`src/design/lpht_pkg.sv`:
```
`timescale 1ns / 1ps
`default_nettype none

package lpht_pkg;

    // Table geometry
    localparam int unsigned TABLE_SLOTS = 1024;
    localparam int unsigned SLOT_W      = $clog2(TABLE_SLOTS);
    localparam int unsigned COUNT_W     = $clog2(TABLE_SLOTS + 1);

    // Fixed field widths of the request and response
    localparam int unsigned KEY_W         = 31;
    localparam int unsigned SLOT_OUT_W    = 10;
    localparam int unsigned ENTRY_COUNT_W = 11;

    // Request codes
    localparam logic [1:0] REQ_INSERT = 2'd0;
    localparam logic [1:0] REQ_SEARCH = 2'd1;
    localparam logic [1:0] REQ_DELETE = 2'd2;

    // Status codes
    localparam logic [1:0] ST_OK        = 2'd0;
    localparam logic [1:0] ST_NOT_FOUND = 2'd1;
    localparam logic [1:0] ST_FULL      = 2'd2;

    typedef struct packed {
        logic [1:0]       req_type;
        logic [KEY_W-1:0] key;
    } req_t;

    typedef struct packed {
        logic [1:0]               status;
        logic [SLOT_OUT_W-1:0]    slot;
        logic [ENTRY_COUNT_W-1:0] entry_count;
    } resp_t;

    typedef struct packed {
        logic             valid;
        logic [KEY_W-1:0] key;
    } slot_entry_t;

    localparam int unsigned ENTRY_W = $bits(slot_entry_t);

    // Slot RAM command from the probe engine
    typedef struct packed {
        logic              we;
        logic [SLOT_W-1:0] waddr;
        slot_entry_t       wdata;
        logic              re;
        logic [SLOT_W-1:0] raddr;
    } mem_cmd_t;

    // Circular successor of a slot index
    function automatic logic [SLOT_W-1:0] next_slot(input logic [SLOT_W-1:0] s);
        logic [SLOT_W-1:0] r;
        if (s == SLOT_W'(TABLE_SLOTS - 1)) begin
            r = '0;
        end else begin
            r = s + SLOT_W'(1);
        end
        return r;
    endfunction

endpackage

`default_nettype wire

```
`src/design/lpht_probe.sv`:
```
`timescale 1ns / 1ps
`default_nettype none

module lpht_probe (
    input  wire logic                 aclk,
    input  wire logic                 aresetn,
    input  wire logic                 hash_select,
    input  wire logic                 s_valid,
    output logic                      s_ready,
    input  wire lpht_pkg::req_t       s_req,
    output logic                      m_valid,
    input  wire logic                 m_ready,
    output lpht_pkg::resp_t           m_resp,
    output lpht_pkg::mem_cmd_t        mem_cmd,
    input  wire lpht_pkg::slot_entry_t mem_rdata
);

    import lpht_pkg::*;

    typedef enum logic [3:0] {
        S_CLEAR  = 4'b0001,
        S_IDLE   = 4'b0010,
        S_PROBE  = 4'b0100,
        S_FINISH = 4'b1000
    } state_t;

    state_t             state_reg, state_next;
    logic [SLOT_W-1:0]  clr_addr_reg, clr_addr_next;
    logic [COUNT_W-1:0] count_reg, count_next;
    logic               out_valid_reg, out_valid_next;
    resp_t              out_reg, out_next;

    req_t               req_reg, req_next;
    logic [SLOT_W-1:0]  addr_reg, addr_next;       // next read address
    logic [SLOT_W-1:0]  data_slot_reg, data_slot_next; // slot of returning data
    logic [SLOT_W-1:0]  data_cnt_reg, data_cnt_next;   // probe distance
    logic               hit_reg, hit_next;
    logic [SLOT_W-1:0]  hit_slot_reg, hit_slot_next;

    logic              accept;
    logic              out_free;
    logic              match;
    logic              valid_code;
    logic [SLOT_W-1:0] home;

    function automatic logic [SLOT_W-1:0] home_slot(input logic sel,
                                                     input logic [KEY_W-1:0] k);
        logic [31:0] kw;
        kw = 32'(k);
        if (sel) begin
            return SLOT_W'((kw / TABLE_SLOTS) % TABLE_SLOTS);
        end
        return SLOT_W'(kw % TABLE_SLOTS);
    endfunction

    assign s_ready  = (state_reg == S_IDLE);
    assign accept   = s_valid && s_ready;
    assign out_free = !out_valid_reg || m_ready;
    assign home     = home_slot(hash_select, s_req.key);
    assign m_valid  = out_valid_reg;
    assign m_resp   = out_reg;

    assign valid_code = (s_req.req_type == REQ_INSERT) || (s_req.req_type == REQ_SEARCH)
                     || (s_req.req_type == REQ_DELETE);

    // Insert wants an empty slot, search and delete want the key
    always_comb begin
        if (req_reg.req_type == REQ_INSERT) begin
            match = !mem_rdata.valid;
        end else begin
            match = mem_rdata.valid && (mem_rdata.key == req_reg.key);
        end
    end

    always_comb begin
        state_next     = state_reg;
        clr_addr_next  = clr_addr_reg;
        count_next     = count_reg;
        out_valid_next = out_valid_reg && !m_ready;
        out_next       = out_reg;
        req_next       = req_reg;
        addr_next      = addr_reg;
        data_slot_next = data_slot_reg;
        data_cnt_next  = data_cnt_reg;
        hit_next       = hit_reg;
        hit_slot_next  = hit_slot_reg;

        mem_cmd.we    = 1'b0;
        mem_cmd.waddr = clr_addr_reg;
        mem_cmd.wdata = '0;
        mem_cmd.re    = 1'b0;
        mem_cmd.raddr = addr_reg;

        unique case (state_reg)
            S_CLEAR: begin
                mem_cmd.we    = 1'b1;
                mem_cmd.waddr = clr_addr_reg;
                clr_addr_next = next_slot(clr_addr_reg);
                if (clr_addr_reg == SLOT_W'(TABLE_SLOTS - 1)) begin
                    state_next = S_IDLE;
                end
            end
            S_IDLE: begin
                if (accept) begin
                    req_next       = s_req;
                    hit_next       = 1'b0;
                    mem_cmd.re     = 1'b1;
                    mem_cmd.raddr  = home;
                    addr_next      = next_slot(home);
                    data_slot_next = home;
                    data_cnt_next  = '0;
                    state_next     = valid_code ? S_PROBE : S_FINISH;
                end
            end
            S_PROBE: begin
                mem_cmd.re     = 1'b1;
                mem_cmd.raddr  = addr_reg;
                addr_next      = next_slot(addr_reg);
                data_slot_next = next_slot(data_slot_reg);
                data_cnt_next  = data_cnt_reg + SLOT_W'(1);
                if (match) begin
                    hit_next      = 1'b1;
                    hit_slot_next = data_slot_reg;
                    state_next    = S_FINISH;
                end else if (data_cnt_reg == SLOT_W'(TABLE_SLOTS - 1)) begin
                    state_next = S_FINISH;
                end
            end
            S_FINISH: begin
                if (out_free) begin
                    mem_cmd.waddr = hit_slot_reg;
                    if (hit_reg && (req_reg.req_type == REQ_INSERT)) begin
                        mem_cmd.we        = 1'b1;
                        mem_cmd.wdata.valid = 1'b1;
                        mem_cmd.wdata.key = req_reg.key;
                        count_next        = count_reg + COUNT_W'(1);
                    end else if (hit_reg && (req_reg.req_type == REQ_DELETE)) begin
                        mem_cmd.we = 1'b1;
                        count_next = count_reg - COUNT_W'(1);
                    end
                    out_valid_next       = 1'b1;
                    out_next.entry_count = ENTRY_COUNT_W'(count_next);
                    if (hit_reg) begin
                        out_next.status = ST_OK;
                        out_next.slot   = SLOT_OUT_W'(hit_slot_reg);
                    end else begin
                        out_next.status = (req_reg.req_type == REQ_INSERT) ? ST_FULL
                                                                           : ST_NOT_FOUND;
                        out_next.slot   = '0;
                    end
                    state_next = S_IDLE;
                end
            end
            default: begin
                state_next = S_CLEAR;
            end
        endcase
    end

    always_ff @(posedge aclk) begin
        if (!aresetn) begin
            state_reg     <= S_CLEAR;
            clr_addr_reg  <= '0;
            count_reg     <= '0;
            out_valid_reg <= 1'b0;
        end else begin
            state_reg     <= state_next;
            clr_addr_reg  <= clr_addr_next;
            count_reg     <= count_next;
            out_valid_reg <= out_valid_next;
        end
    end

    always_ff @(posedge aclk) begin
        out_reg       <= out_next;
        req_reg       <= req_next;
        addr_reg      <= addr_next;
        data_slot_reg <= data_slot_next;
        data_cnt_reg  <= data_cnt_next;
        hit_reg       <= hit_next;
        hit_slot_reg  <= hit_slot_next;
    end

endmodule

`default_nettype wire

```
`config.mk`:
```
export PLATFORM = sky130hd
export DESIGN_NAME = lpht_probe
export DESIGN_NICKNAME = d
export VERILOG_FILES = /design/src/design/lpht_pkg.sv /design/src/design/lpht_probe.sv
export SDC_FILE = /design/constraint.sdc
export NUM_CORES = 1
export LEC_CHECK = 0
export ABC_CLOCK_PERIOD_IN_PS = 3550
export BUFFER_PORTS_ARGS = -buffer_cell sky130_fd_sc_hd__buf_2
export CELL_PAD_IN_SITES_DETAIL_PLACEMENT = 1
export CELL_PAD_IN_SITES_GLOBAL_PLACEMENT = 1
export CORE_MARGIN = 2
export CORE_UTILIZATION = 30
export CTS_CLUSTER_DIAMETER = 100
export CTS_CLUSTER_SIZE = 14
export DETAILED_ROUTE_END_ITERATION = 6
export PLACE_DENSITY_LB_ADDON = 0.1
export SETUP_SLACK_MARGIN = 0.05
export SYNTH_ARGS = -nofsm -noshare
export SYNTH_HDL_FRONTEND = slang
export SYNTH_SLANG_ARGS = --single-unit
```
`constraint.sdc`:
```
create_clock -name aclk -period 3.55 [get_ports aclk]
set_input_delay 0.1775 -clock aclk [delete_from_list [all_inputs] [get_ports aclk]]
set_output_delay 0.1775 -clock aclk [all_outputs]
set_load 0.05 [all_outputs]
```
Word-level counts from Yosys, hierarchy flattened
Index checks and enable logic that the tools add are counted.

Register bits after elaboration: 123. Bits of input ports: 70. Output and inout port bits: 79. Logic and storage cells: 96.

$add $sub $neg: 7. Eq/ne operators: 18. Mux-type cells: 37. Reduce and logical (&&, ||, !) cells: 20.

Operator list (count): $mux W10 (9); $mux W32 (2); $pmux W10 S2 (3); $add A10 B1 Y10 const B (5); $eq A10 B10 Y1 const B (5); $pmux W11 S2 (2); $mux W43 (1); $mux W11 (3); $eq A31 B31 Y1 (1); $mux W4 (6); $pmux W4 S4 (1); $add A11 B1 Y11 const B (1); $sub A11 B1 Y11 const B (1); $mux W1 (8); $reduce_and A2 Y1 (4); $ne A2 B2 Y1 const B (3); $logic_and A1 B1 Y1 (5); $eq A2 B2 Y1 const B (2); $eq A4 B1 Y1 const B (1); $eq A4 B2 Y1 const B (1); $eq A4 B3 Y1 const B (1); $eq A4 B4 Y1 const B (1); $logic_not A2 Y1 (2); $reduce_and A4 Y1 (1); other kinds (9) (13).

Logic depth before layout (Yosys ltp)
Depth after elaboration: 6. Mapped depth: 8. Gate-level depth less buffers: 8.

Least setup slack after synthesis
No wires, ideal clock.

Path kind: flip-flop to output port. Start point: register state_reg[0]. End point: output mem_cmd[0] (netlist name). Arrival time: 3.121 ns. Data required time: 3.372 ns. Setup slack: 0.251 ns. Stages on the path, launching flop included: 5. Buffers on the path: 1. Path through: dfxtp_1 -> nor4b_2 -> nand2_1 -> clkbuf_1 -> o21ai_0.

RTL lines: start: declaration (line lpht_probe.sv:27) `state_t state_reg, state_next;`; start signal: assignment (line lpht_probe.sv:167) `state_reg <= state_next;`; end: declaration (line lpht_probe.sv:14) `output lpht_pkg::mem_cmd_t mem_cmd,`.

==> run metrics <==
outcome=completed; final worst clock skew=0.00885 ns; number of design rule violations left after detail routing=0; capturing element type of the critical path=output pin; Clock Sinks=123; setup repair after global routing missed its margin=no; Post-Synthesis Mean Instance Area=10.9 um2; Max stage delay cell, worst path=sky130_fd_sc_hd__inv_2; total core area=0.0204 mm2; post-synthesis instance total=577; Yosys Warn Count=0; end-of-flow core utilization=40.5%; wire length of the first global-routing pass=29100 um; Setup TNS Final=0 ns; # IOs=149; clk_lat worst skew=0.42 ns; DR vias/cell=4.80; clock-pin transition on the worst setup and hold timing paths=0.06 ns; antenna violations before repair=1; detailed-routing iteration count for the pre-antenna-repair pass=4; stage delay of the slowest cell on the critical path=0.57 ns; final routed wirelength across all metal layers=18200 um; Hold/Removal Path Class=input pin to flip-flop; final setup violating endpoints=0; routed len/inst=17.3 um; ordered cell list for the critical path=inv_1 -> or4_1 -> nand2b_1 -> inv_2 -> and3_1 -> buf_2; synthesized netlist net count=654; Tightest Pin Transition=0.795 ns; horizontal extent of the die=149 um; worst voltage drop across the vdd grid=315 uV; HPWL reported at the end of detailed placement=13500 um; hold violation count in the final report=0; number of maximum-capacitance violations=0; share of final-layout standard cells stronger than drive strength 1=26.8%; via count of the first global-routing pass=5276; maximum clock path buffer count=2; Netlist cell types=57; Crit path required time=3.37 ns; largest net degree at the start of global routing=47; Cell Rows=52; clock tree from TritonCTS=yes; Crit Path Max Fanout=46; CTS root buf=sky130_fd_sc_hd__clkbuf_16; Syn Std Cell Area=0.00627 mm2; via count=5042; Die Footprint=0.0221 mm2; most frequently used flop master after synthesis=sky130_fd_sc_hd__edfxtp_1; Max Clock Freq=342 MHz; overall global routing resource usage=17.2%; final slew viol count=0; Final Cycle Share=82.3%; critical path startpoint category=flip-flop; Async S/R FF share, synth=0%; total chip power=0.00408 W; class of the most critical setup path=flip-flop to output pin; H-tree levels=4; Initial DRC Count=179; data arrival time of the critical path=2.74 ns; I/O Buffers=148; sequential share of the synthesized area=54.7%; relative slew slack=47.0%; TritonCTS Buffers=17; NumNets Final=844; count of state elements after synthesis=123; number of resized instances in the post-cts repair step=0; post-CTS setup buffer count=0; ANT nets after route=0; area growth from synthesis to final layout=31.4%; Die Y=149 um; GRT Residual Overflow=0; areal power density over the cells=495 mW/mm2; effective utilization at floorplan=30.8%; post-layout min period=2.92 ns; Static Leak=3.46 nW; gp weighted congestion=0.776; number of enable flip-flop cells after synthesis=97; number of flip-flops in the largest register=33
## cells in the final DEF (no fill, tap or decap), drive strengths merged, types with 3 or more instances in the layout
master	count
o21ai	24
o22ai	12
clkinvlp	4
nand3	16
nor3	7
nand4	11
clkbuf	22
mux2i	12
a21oi	16
dfxtp	26
nor4	9
or4	4
nand3b	5
a21boi	3
and2	13
dlygate4sd3	32
nand2	71
or2	3
nand2b	6
ha	7
clkinv	5
edfxtp	97
buf	161
xnor2	29
xor2	54
inv	17
or3	6
nor2	42
and3	39
## cell type report
class	count	area (um2)
Antenna cell	1	2.50
Clock buffer	22	485
Clock inverter	10	88.8
Fill cell	2299	12100
Inverter	17	63.8
Multi-Input combinational cell	415	2680
Sequential cell	123	3430
Tap cell	270	338
Timing Repair Buffer	193	1160
## timing repair
| item | CTS | global route |
|---|---|---|
| hold buffers | 32 | 0 |
| setup endpoints to repair | 0 | 0 |
| endpoints found under the hold margin | 32 | 0 |
## logic make-up after synthesis
family	share of synthesized area, %
XOR/XNOR	11.7
buffers and inverters	2.73
flip-flops	54.7
adder cells (fa/ha/maj)	1.40
multiplexers	2.27
AO/OA/AOI/OAI	7.40
AND/OR/NAND/NOR	19.8
## Yosys cell counts, types with 12 or more instances
master | number | area share, %
sky130_fd_sc_hd__o22ai_1 | 12 | 1.2
sky130_fd_sc_hd__and3_1 | 39 | 3.9
sky130_fd_sc_hd__nand2_1 | 70 | 4.2
sky130_fd_sc_hd__clkbuf_1 | 14 | 0.84
sky130_fd_sc_hd__and2_1 | 13 | 1.3
sky130_fd_sc_hd__xor2_1 | 53 | 7.4
sky130_fd_sc_hd__nand3_1 | 16 | 1.3
sky130_fd_sc_hd__dfxtp_1 | 26 | 8.3
sky130_fd_sc_hd__xnor2_1 | 29 | 4.0
sky130_fd_sc_hd__a21oi_1 | 15 | 1.2
sky130_fd_sc_hd__edfxtp_1 | 97 | 46
sky130_fd_sc_hd__inv_1 | 16 | 0.96
sky130_fd_sc_hd__mux2i_1 | 12 | 1.9
sky130_fd_sc_hd__o21ai_0 | 23 | 1.8
sky130_fd_sc_hd__nor2_1 | 42 | 2.5
## routing by layer
layer,share of wire [%],up-vias,track usage [%]
met3,3.5,13,4.36
met5,0,-,0
met4,1.2,0,4.00
li1,-,2456,-
met2,50,106,29.2
met1,45,2467,22.0
## where the power goes
| part | internal (W) | switching, W |
|---|---|---|
| sequential | 0.00163 | 0.0000614 |
| combinational | 0.000239 | 0.000463 |
| clock | 0.00104 | 0.000648 |
| total | 0.00291 | 0.00117 |
## path summary, 6_finish.rpt
| check | startpoint | to | slack (ns) | cells past startpoint |
|---|---|---|---|---|
| setup reg to reg | req_reg[27] | hit_slot_reg[7] | 0.77 | 6 |
| hold / removal | s_req[4] | req_reg[4] | 0.01 | 1 |
| setup / recovery | state_reg[3] | mem_cmd[29] | 0.63 | 6 |
| hold reg to reg | data_slot_reg[6] | hit_slot_reg[6] | 0.50 | 0 |
## critical path, delay by kind of cell (launching register included)
family | cells | cell delay [ns]
buffers and inverters | 3 | 0.92
flip-flops | 1 | 0.40
AND/OR/NAND/NOR | 3 | 0.97
## metrics by stage
step | instances | setup WS [ns] | hold WS, ns | cell area (um2)
after floorplan | 577 | 0.251 | 0.276 | 6270
after global placement | 986 | 0.783 | 0.357 | 7350
after detailed placement | 986 | 0.764 | 0.357 | 7350
after CTS | 1050 | 0.618 | 0.00542 | 8240
after global routing | 1051 | 0.374 | 0.00131 | 8250
final | 1051 | 0.629 | 0.00988 | 8250
Power figures use the tool's default switching activity.
